`config.mk`:
```
export PLATFORM = sky130hd
export DESIGN_NAME = software_timer_task_table
export DESIGN_NICKNAME = d
export VERILOG_FILES = /design/src/rtl/stt_pkg.sv /design/src/rtl/software_timer_task_table.sv /design/src/rtl/stt_mod_unit.sv /design/src/rtl/stt_table.sv
export SDC_FILE = /design/constraint.sdc
export NUM_CORES = 1
export LEC_CHECK = 0
export ABC_AREA = 1
export BUFFER_PORTS_ARGS = -buffer_cell sky130_fd_sc_hd__buf_2
export CORE_AREA = 5 5 277 144
export CTS_BUF_LIST = sky130_fd_sc_hd__clkbuf_8
export CTS_CLUSTER_DIAMETER = 120
export DETAILED_ROUTE_END_ITERATION = 10
export DIE_AREA = 0 0 282 149
export GPL_TIMING_DRIVEN = 0
export HOLD_SLACK_MARGIN = 0.08
export MAX_ROUTING_LAYER = met4
export PLACE_DENSITY = 0.65
export SLEW_MARGIN = 25
export SYNTH_ARGS = -nofsm -noshare
export SYNTH_HDL_FRONTEND = slang
export SYNTH_HIERARCHICAL = 1
export SYNTH_SLANG_ARGS = --single-unit
```
`constraint.sdc`:
```
create_clock -name aclk -period 4.95 [get_ports aclk]
set_input_delay 0.99 -clock aclk [delete_from_list [all_inputs] [get_ports aclk]]
set_output_delay 0.99 -clock aclk [all_outputs]
set_load 0.01 [all_outputs]
```
`src/rtl/stt_pkg.sv`:
```
// shared types and constants for the timed task table
// no dependencies
package stt_pkg;

    localparam int TABLE_DEPTH = 8;
    localparam int IDX_W = (TABLE_DEPTH > 1) ? $clog2(TABLE_DEPTH) : 1;
    localparam int CNT_W = $clog2(TABLE_DEPTH + 1);
    localparam int TICK_W = 32;
    localparam int PERIOD_W = 16;
    localparam int ID_W = 8;
    localparam int DIV_CNT_W = $clog2(TICK_W + 1);

    localparam logic [1:0] REQ_TICK  = 2'd0;
    localparam logic [1:0] REQ_START = 2'd1;
    localparam logic [1:0] REQ_STOP  = 2'd2;

    localparam logic [1:0] STAT_OK     = 2'd0;
    localparam logic [1:0] STAT_FULL   = 2'd1;
    localparam logic [1:0] STAT_EMPTY  = 2'd2;
    localparam logic [1:0] STAT_BAD_ID = 2'd3;

    typedef struct packed {
        logic [ID_W-1:0]     id;
        logic [PERIOD_W-1:0] period;
        logic                periodic;
    } entry_t;

    typedef struct packed {
        logic             en;
        logic [IDX_W-1:0] addr;
        entry_t           data;
    } wr_port_t;

    typedef struct packed {
        logic                start;
        logic [TICK_W-1:0]   dividend;
        logic [PERIOD_W-1:0] divisor;
    } div_req_t;

    typedef struct packed {
        logic done;
        logic rem_zero;
    } div_res_t;

    typedef enum logic [3:0] {
        ST_IDLE,
        ST_RD,
        ST_CHK,
        ST_DIV,
        ST_FIRE,
        ST_MOVE_RD,
        ST_MOVE_WR,
        ST_NEXT,
        ST_FIN
    } state_t;

endpackage

```
`src/rtl/software_timer_task_table.sv`:
```
// top level of the timed task table: request sequencer and result register
// depends on stt_pkg, stt_table and stt_mod_unit
//
// Each request is one transfer in and yields one or more result transfers,
// the final one with m_tlast. Start requests, and stops and ticks on an
// empty table, finish without a scan; a stop scans the occupied slots from
// the highest down and moves the last entry into each slot whose id
// matches. A tick scans the occupied slots from the highest down and runs a
// 32-step serial remainder of the tick count by each nonzero period in the
// single shared remainder unit. A fired one-shot task is then replaced by
// the last entry, moved into its slot. s_tready is high only while no
// request is in progress.
module software_timer_task_table (
    input  logic        aclk,
    input  logic        aresetn,
    input  logic        s_tvalid,
    output logic        s_tready,
    input  logic [31:0] s_tdata,   // task_id[7:0], period_ticks[23:8], periodic[24]
    input  logic [1:0]  s_tuser,   // req_type[1:0]
    output logic        m_tvalid,
    input  logic        m_tready,
    output logic [15:0] m_tdata,   // status[1:0], fired_id[9:2]
    output logic        m_tuser,   // fired
    output logic        m_tlast
);
    import stt_pkg::*;

    state_t               state_reg, state_next;
    logic [1:0]           req_reg, req_next;
    logic [ID_W-1:0]      id_reg, id_next;
    logic [1:0]           status_reg, status_next;
    logic [CNT_W-1:0]     count_reg, count_next;
    logic [TICK_W-1:0]    tick_reg, tick_next;
    logic [IDX_W-1:0]     idx_reg, idx_next;
    logic                 pend_reg, pend_next;
    logic [ID_W-1:0]      pend_id_reg, pend_id_next;
    logic                 m_valid_reg, m_valid_next;
    logic [1:0]           m_status_reg, m_status_next;
    logic                 m_fired_reg, m_fired_next;
    logic [ID_W-1:0]      m_id_reg, m_id_next;
    logic                 m_last_reg, m_last_next;

    wr_port_t             wr;
    logic                 rd_en;
    logic [IDX_W-1:0]     rd_addr;
    entry_t               rd_data;
    div_req_t             div_req;
    div_res_t             div_res;
    logic                 out_free;
    logic                 s_take;
    logic [IDX_W-1:0]     last_idx;
    entry_t               s_entry;

    stt_table u_table (
        .aclk    (aclk),
        .wr      (wr),
        .rd_en   (rd_en),
        .rd_addr (rd_addr),
        .rd_data (rd_data)
    );

    stt_mod_unit u_mod (
        .aclk    (aclk),
        .aresetn (aresetn),
        .req     (div_req),
        .res     (div_res)
    );

    assign out_free = !m_valid_reg || m_tready;
    assign s_tready = (state_reg == ST_IDLE);
    assign s_take   = s_tvalid && s_tready;
    assign last_idx = IDX_W'(count_reg - 1'b1);
    assign s_entry  = '{id: s_tdata[7:0], period: s_tdata[23:8], periodic: s_tdata[24]};

    always_comb begin
        state_next       = state_reg;
        req_next         = req_reg;
        id_next          = id_reg;
        status_next      = status_reg;
        count_next       = count_reg;
        tick_next        = tick_reg;
        idx_next         = idx_reg;
        pend_next        = pend_reg;
        pend_id_next     = pend_id_reg;
        m_valid_next     = m_valid_reg && !m_tready;
        m_status_next    = m_status_reg;
        m_fired_next     = m_fired_reg;
        m_id_next        = m_id_reg;
        m_last_next      = m_last_reg;
        wr               = '0;
        rd_en            = 1'b0;
        rd_addr          = idx_reg;
        div_req.start    = 1'b0;
        div_req.dividend = tick_reg;
        div_req.divisor  = rd_data.period;

        case (state_reg)
            ST_IDLE: begin
                if (s_take) begin
                    req_next    = s_tuser;
                    id_next     = s_tdata[7:0];
                    status_next = STAT_OK;
                    idx_next    = last_idx;
                    state_next  = ST_FIN;
                    if (s_tuser == REQ_TICK) begin
                        tick_next = tick_reg + 1'b1;
                        if (count_reg == '0) begin
                            status_next = STAT_EMPTY;
                        end else begin
                            state_next = ST_RD;
                        end
                    end else if (s_tuser == REQ_START) begin
                        if (s_tdata[7:0] == '0) begin
                            status_next = STAT_BAD_ID;
                        end else if (count_reg >= CNT_W'(TABLE_DEPTH)) begin
                            status_next = STAT_FULL;
                        end else begin
                            wr.en      = 1'b1;
                            wr.addr    = IDX_W'(count_reg);
                            wr.data    = s_entry;
                            count_next = count_reg + 1'b1;
                        end
                    end else if (s_tuser == REQ_STOP) begin
                        if (s_tdata[7:0] == '0) begin
                            status_next = STAT_BAD_ID;
                        end else if (count_reg == '0) begin
                            status_next = STAT_EMPTY;
                        end else begin
                            state_next = ST_RD;
                        end
                    end
                end
            end
            ST_RD: begin
                rd_en      = 1'b1;
                state_next = ST_CHK;
            end
            ST_CHK: begin
                state_next = ST_NEXT;
                if (req_reg == REQ_TICK) begin
                    if (rd_data.period != '0) begin
                        div_req.start = 1'b1;
                        state_next    = ST_DIV;
                    end
                end else if (rd_data.id == id_reg) begin
                    state_next = ST_MOVE_RD;
                end
            end
            ST_DIV: begin
                if (div_res.done) begin
                    state_next = div_res.rem_zero ? ST_FIRE : ST_NEXT;
                end
            end
            ST_FIRE: begin
                if (!pend_reg || out_free) begin
                    if (pend_reg) begin
                        m_valid_next  = 1'b1;
                        m_status_next = STAT_OK;
                        m_fired_next  = 1'b1;
                        m_id_next     = pend_id_reg;
                        m_last_next   = 1'b0;
                    end
                    pend_next    = 1'b1;
                    pend_id_next = rd_data.id;
                    state_next   = rd_data.periodic ? ST_NEXT : ST_MOVE_RD;
                end
            end
            ST_MOVE_RD: begin
                rd_en      = 1'b1;
                rd_addr    = last_idx;
                state_next = ST_MOVE_WR;
            end
            ST_MOVE_WR: begin
                wr.en      = 1'b1;
                wr.addr    = idx_reg;
                wr.data    = rd_data;
                count_next = count_reg - 1'b1;
                state_next = ST_NEXT;
            end
            ST_NEXT: begin
                if (idx_reg == '0) begin
                    state_next = ST_FIN;
                end else begin
                    idx_next   = idx_reg - 1'b1;
                    state_next = ST_RD;
                end
            end
            ST_FIN: begin
                if (out_free) begin
                    m_valid_next  = 1'b1;
                    m_status_next = status_reg;
                    m_fired_next  = pend_reg;
                    m_id_next     = pend_reg ? pend_id_reg : '0;
                    m_last_next   = 1'b1;
                    pend_next     = 1'b0;
                    state_next    = ST_IDLE;
                end
            end
            default: begin
                state_next = ST_IDLE;
            end
        endcase
    end

    always_ff @(posedge aclk) begin
        if (!aresetn) begin
            state_reg   <= ST_IDLE;
            count_reg   <= '0;
            tick_reg    <= '0;
            pend_reg    <= 1'b0;
            m_valid_reg <= 1'b0;
        end else begin
            state_reg   <= state_next;
            count_reg   <= count_next;
            tick_reg    <= tick_next;
            pend_reg    <= pend_next;
            m_valid_reg <= m_valid_next;
        end
        req_reg      <= req_next;
        id_reg       <= id_next;
        status_reg   <= status_next;
        idx_reg      <= idx_next;
        pend_id_reg  <= pend_id_next;
        m_status_reg <= m_status_next;
        m_fired_reg  <= m_fired_next;
        m_id_reg     <= m_id_next;
        m_last_reg   <= m_last_next;
    end

    assign m_tvalid = m_valid_reg;
    assign m_tdata  = {6'd0, m_id_reg, m_status_reg};
    assign m_tuser  = m_fired_reg;
    assign m_tlast  = m_last_reg;

`ifndef SYNTHESIS
    a_count_bound: assert property (@(posedge aclk) disable iff (!aresetn)
        count_reg <= CNT_W'(TABLE_DEPTH))
        else $error("entry count beyond table depth");
    a_idle_no_pending: assert property (@(posedge aclk) disable iff (!aresetn)
        state_reg == ST_IDLE |-> !pend_reg)
        else $error("pending firing left behind");
    a_div_done_in_wait: assert property (@(posedge aclk) disable iff (!aresetn)
        div_res.done |-> state_reg == ST_DIV)
        else $error("remainder result outside wait state");
    a_scan_in_range: assert property (@(posedge aclk) disable iff (!aresetn)
        state_reg == ST_CHK |-> CNT_W'(idx_reg) < count_reg)
        else $error("scan index past occupied slots");
    a_tick_step: assert property (@(posedge aclk) disable iff (!aresetn)
        tick_reg != $past(tick_reg) |-> $past(s_take) && $past(s_tuser) == REQ_TICK)
        else $error("tick count moved without a tick");
`endif

endmodule

```
`src/rtl/stt_mod_unit.sv`:
```
// bit-serial restoring remainder unit, one dividend bit per cycle
// depends on stt_pkg
module stt_mod_unit (
    input  logic              aclk,
    input  logic              aresetn,
    input  stt_pkg::div_req_t req,
    output stt_pkg::div_res_t res
);
    import stt_pkg::*;

    logic [TICK_W-1:0]    dvd_reg, dvd_next;
    logic [PERIOD_W-1:0]  dsr_reg, dsr_next;
    logic [PERIOD_W-1:0]  rem_reg, rem_next;
    logic [DIV_CNT_W-1:0] cnt_reg, cnt_next;
    logic                 done_reg, done_next;
    logic [PERIOD_W:0]    trial;

    always_comb begin
        dvd_next  = dvd_reg;
        dsr_next  = dsr_reg;
        rem_next  = rem_reg;
        cnt_next  = cnt_reg;
        done_next = 1'b0;
        trial     = {rem_reg, dvd_reg[TICK_W-1]};
        if (req.start) begin
            dvd_next = req.dividend;
            dsr_next = req.divisor;
            rem_next = '0;
            cnt_next = DIV_CNT_W'(TICK_W);
        end else if (cnt_reg != '0) begin
            if (trial >= {1'b0, dsr_reg}) begin
                rem_next = PERIOD_W'(trial - {1'b0, dsr_reg});
            end else begin
                rem_next = trial[PERIOD_W-1:0];
            end
            dvd_next  = {dvd_reg[TICK_W-2:0], 1'b0};
            cnt_next  = cnt_reg - 1'b1;
            done_next = (cnt_reg == DIV_CNT_W'(1));
        end
    end

    always_ff @(posedge aclk) begin
        if (!aresetn) begin
            cnt_reg  <= '0;
            done_reg <= 1'b0;
        end else begin
            cnt_reg  <= cnt_next;
            done_reg <= done_next;
        end
        dvd_reg <= dvd_next;
        dsr_reg <= dsr_next;
        rem_reg <= rem_next;
    end

    assign res.done     = done_reg;
    assign res.rem_zero = (rem_reg == '0);

`ifndef SYNTHESIS
    a_done_after_last_step: assert property (@(posedge aclk) disable iff (!aresetn)
        done_reg |-> cnt_reg == '0)
        else $error("remainder done while steps remain");
    a_step_count: assert property (@(posedge aclk) disable iff (!aresetn)
        (cnt_reg != '0 && !req.start) |=> cnt_reg == $past(cnt_reg) - 1'b1)
        else $error("step counter skipped");
    a_rem_below_divisor: assert property (@(posedge aclk) disable iff (!aresetn)
        done_reg |-> rem_reg < dsr_reg)
        else $error("remainder not reduced");
`endif

endmodule

```
`src/rtl/stt_table.sv`:
```
// task entry store, one write port and one registered read port
// depends on stt_pkg
module stt_table (
    input  logic                    aclk,
    input  stt_pkg::wr_port_t       wr,
    input  logic                    rd_en,
    input  logic [stt_pkg::IDX_W-1:0] rd_addr,
    output stt_pkg::entry_t         rd_data
);
    import stt_pkg::*;

    entry_t mem [TABLE_DEPTH];
    entry_t rd_data_reg;

    always_ff @(posedge aclk) begin
        if (wr.en) begin
            mem[wr.addr] <= wr.data;
        end
        if (rd_en) begin
            rd_data_reg <= mem[rd_addr];
        end
    end

    assign rd_data = rd_data_reg;

endmodule

```
==> flow_metrics.env <==
export IMPL_tightest_slew_ns=0.9328
export IMPL_status="completed"
export IMPL_drtIter0Drc=1619
export IMPL_holdPathEnd="u_mod/dsr_reg[3]"
export IMPL_drv_slew=0
export IMPL_startpoint_type="primary input"
export IMPL_setup_ws_ns=1.499
export IMPL_dr_total_vias=14160
export IMPL_nFillCells=3312
export IMPL_max_freq_ghz=0.2897
export IMPL_hold_viol=0
export IMPL_io_buffers=44
export IMPL_clock_sinks=373
export IMPL_leakagePower_nw=9.365
export IMPL_setup_viol=0
export IMPL_drive_gt1_frac=0.1050
export IMPL_num_io_pins=58
export IMPL_numCtsBuffers=52
export IMPL_synth_warnings=6
export IMPL_via_per_inst=5.127
export IMPL_synth_cells=2110
export IMPL_nets=2286
export IMPL_holdPathStages=0
export IMPL_max_cap_violations=0
export IMPL_hp_start="u_table/rd_data[4]"
export IMPL_ys_seq_elements=373
export IMPL_ir_drop_uv=242.8
export IMPL_overflow=0
export IMPL_finClkSkew_ns=0.04079
export IMPL_core_rowCount=50
export IMPL_antenna_found_initial=2
export IMPL_placed_area_um2=19510
export IMPL_dp_cells=2664
export IMPL_final_cells=2762
export IMPL_drt_first_pass_iters=6
export IMPL_grt_pass1_wl_mm=73.88
export IMPL_wl_per_cell_um=17.42
export IMPL_die_area_um2=42020
export IMPL_cts_hold_buf=0
export IMPL_rrSetupSlack_ns=1.67
export IMPL_clkTransAtPathRegs_ns=0.07
export IMPL_synthArstFlopShare=0
export IMPL_final_core_util=0.5542
export IMPL_min_period_ns=3.451
export IMPL_clkLatencyLatePin_ns=0.62
export IMPL_first_global_vias=13092
export IMPL_crit_fanout=15
export IMPL_largest_register_ffs=200
export IMPL_ys_seq_area_frac=0.5762
export IMPL_area_delta_synth_final_pct=11.92
export IMPL_worst_hold_slack_ns=0.4527
export IMPL_rsz0062_at_grt="no"
export IMPL_r2r_start="state_reg[3]"
export IMPL_maxSlewHeadroom=0.3724
export IMPL_core_area_um2=36970
export IMPL_drc=0
export IMPL_rr_worst_depth=10
export IMPL_power_density_nw_per_um2=406.8
export IMPL_cp_data_required_time_ns=5.24
export IMPL_worstReg2RegEnd="u_table/mem[2][6]"
export IMPL_h_tree_depth=2
export IMPL_worstSetupPathType="in -> reg"
export IMPL_cp_arrival_ns=3.75
export IMPL_grt_util_all_layers=0.2348
export IMPL_cts_tree="yes"
export IMPL_grt_max_degree=21
export IMPL_ant_nets=0
export IMPL_start_util=0.4952
export IMPL_hp_class="reg -> reg"
export IMPL_gp_congestion=0.9662
export IMPL_cts_buffer_depth=3
export IMPL_synth_cell_types=47
export IMPL_fp_dieH_um=149
export IMPL_place_ws_ns=0.9934
export IMPL_period_share=0.6972
export IMPL_synth_edff_count=308
export IMPL_cts_setup_buffers=0
export IMPL_cp_end_kind="flip-flop"
export IMPL_root_buffer="clkbuf_8"
export IMPL_avgSynthCellArea_um2=8.677
export IMPL_final_area_um2=20490
export IMPL_die_w_um=282
export IMPL_synthesis_area_um2=18310
export IMPL_synth_ff_type="edfxtp_1"
export IMPL_fin_total_pwr_mw=8.335
export IMPL_wl_mm=48.11
export IMPL_dp_hpwl_mm=35.04
export IMPL_postCtsResizedCells=0
export IMPL_tns_ns=0
==> final cells by class <==
cell class	count	area, µm²	share of cell area
Timing Repair Buffer	55	491.7	0.02400
Clock buffer	56	770.7	0.03761
Tap cell	494	618.1	0.03016
Multi-Input combinational cell	1258	5892	0.2875
Sequential cell	373	10550	0.5149
Buffer	68	394.1	0.01923
Antenna cell	1	2.502	0.0001221
Inverter	416	1562	0.07620
Clock inverter	41	210.2	0.01026
==> worst max-delay path, cell delays in order <==
cell and delay, ns:
buf_2 0.11, inv_1 0.12, nand4_1 0.13, nor2_1 0.21, nor2_1 0.07, nand3_1 0.17
clkbuf_1 0.68, o22ai_1 0.27, inv_1 0.16, nand2_1 0.14, nor2_4 0.44, buf_16 0.23
==> placed cells by master (no fill, tap or decap), types with 20 or more instances in the layout <==
cell and count:
a21oi_1 43, buf_2 74, buf_4 20, clkbuf_8 56
dfxtp_1 65, edfxtp_1 308, ha_1 23, inv_1 432
nand2_1 719, nand3_1 166, nor2_1 110, o21ai_0 31
o22ai_1 25
==> cell families (layout without fill, tap and decap cells) <==
| kind of cell | after synthesis | in the layout | share of synthesized area |
|---|---|---|---|
| buf+inv | 484 | 636 | 0.1068 |
| other cells | 1 | 7 | 0.0002048 |
| flops | 373 | 373 | 0.5762 |
| fa+ha+maj | 24 | 24 | 0.01681 |
| compound gates | 110 | 110 | 0.03287 |
| simple gates | 1099 | 1099 | 0.2580 |
| xor+xnor | 19 | 19 | 0.009089 |
==> routing by layer <==
layer  vias to the layer above  wire length [µm]  global-route usage  share of wire
met3                        63              5568             0.05568           0.12
met4                         0               816             0.05061          0.017
met1                      6576             23380              0.3758           0.49
met2                       668             18350              0.2976           0.38
met5                         -                 0                   -              0
li1                       6853                 -                   -              -
==> Yosys cell counts (all sizes together), types with 8 or more instances <==
cell type	count	area, µm²
ha	23	287.8
a21oi	44	224.0
o21ai	34	170.2
o22ai	25	156.4
nor2	140	666.9
xor2	8	70.07
nand2	733	2820
nand3	173	900.9
xnor2	11	96.34
inv	415	1558
clkbuf	12	45.04
dfxtp	65	1301
nor3	20	116.4
nand4	15	93.84
edfxtp	308	9249
buf	56	349.1
==> worst max-delay path by stage <==
stage	start	to	slack, ns	depth (start not counted)
after floorplan	s_tvalid	u_table/mem[7][0]	1.43	7
after global placement	s_tdata[1]	u_table/mem[0][6]	-0.38	11
after detailed placement	s_tdata[1]	u_table/mem[1][6]	0.99	12
after CTS	s_tdata[1]	u_table/mem[0][4]	1.61	12
after global routing	s_tdata[1]	u_table/mem[0][4]	1.36	12
final	s_tdata[1]	u_table/mem[2][6]	1.50	12
==> power breakdown <==
part / internal, mW / leakage [nW] / total [mW] / switching [mW]
Sequential: 3.78 / 3.47 / 3.92 / 0.139
Combinational: 0.709 / 5.31 / 2.11 / 1.40
Clock: 1.10 / 0.585 / 2.31 / 1.20
Total: 5.59 / 9.37 / 8.34 / 2.75
No activity file was read; power rests on OpenSTA's default activity.
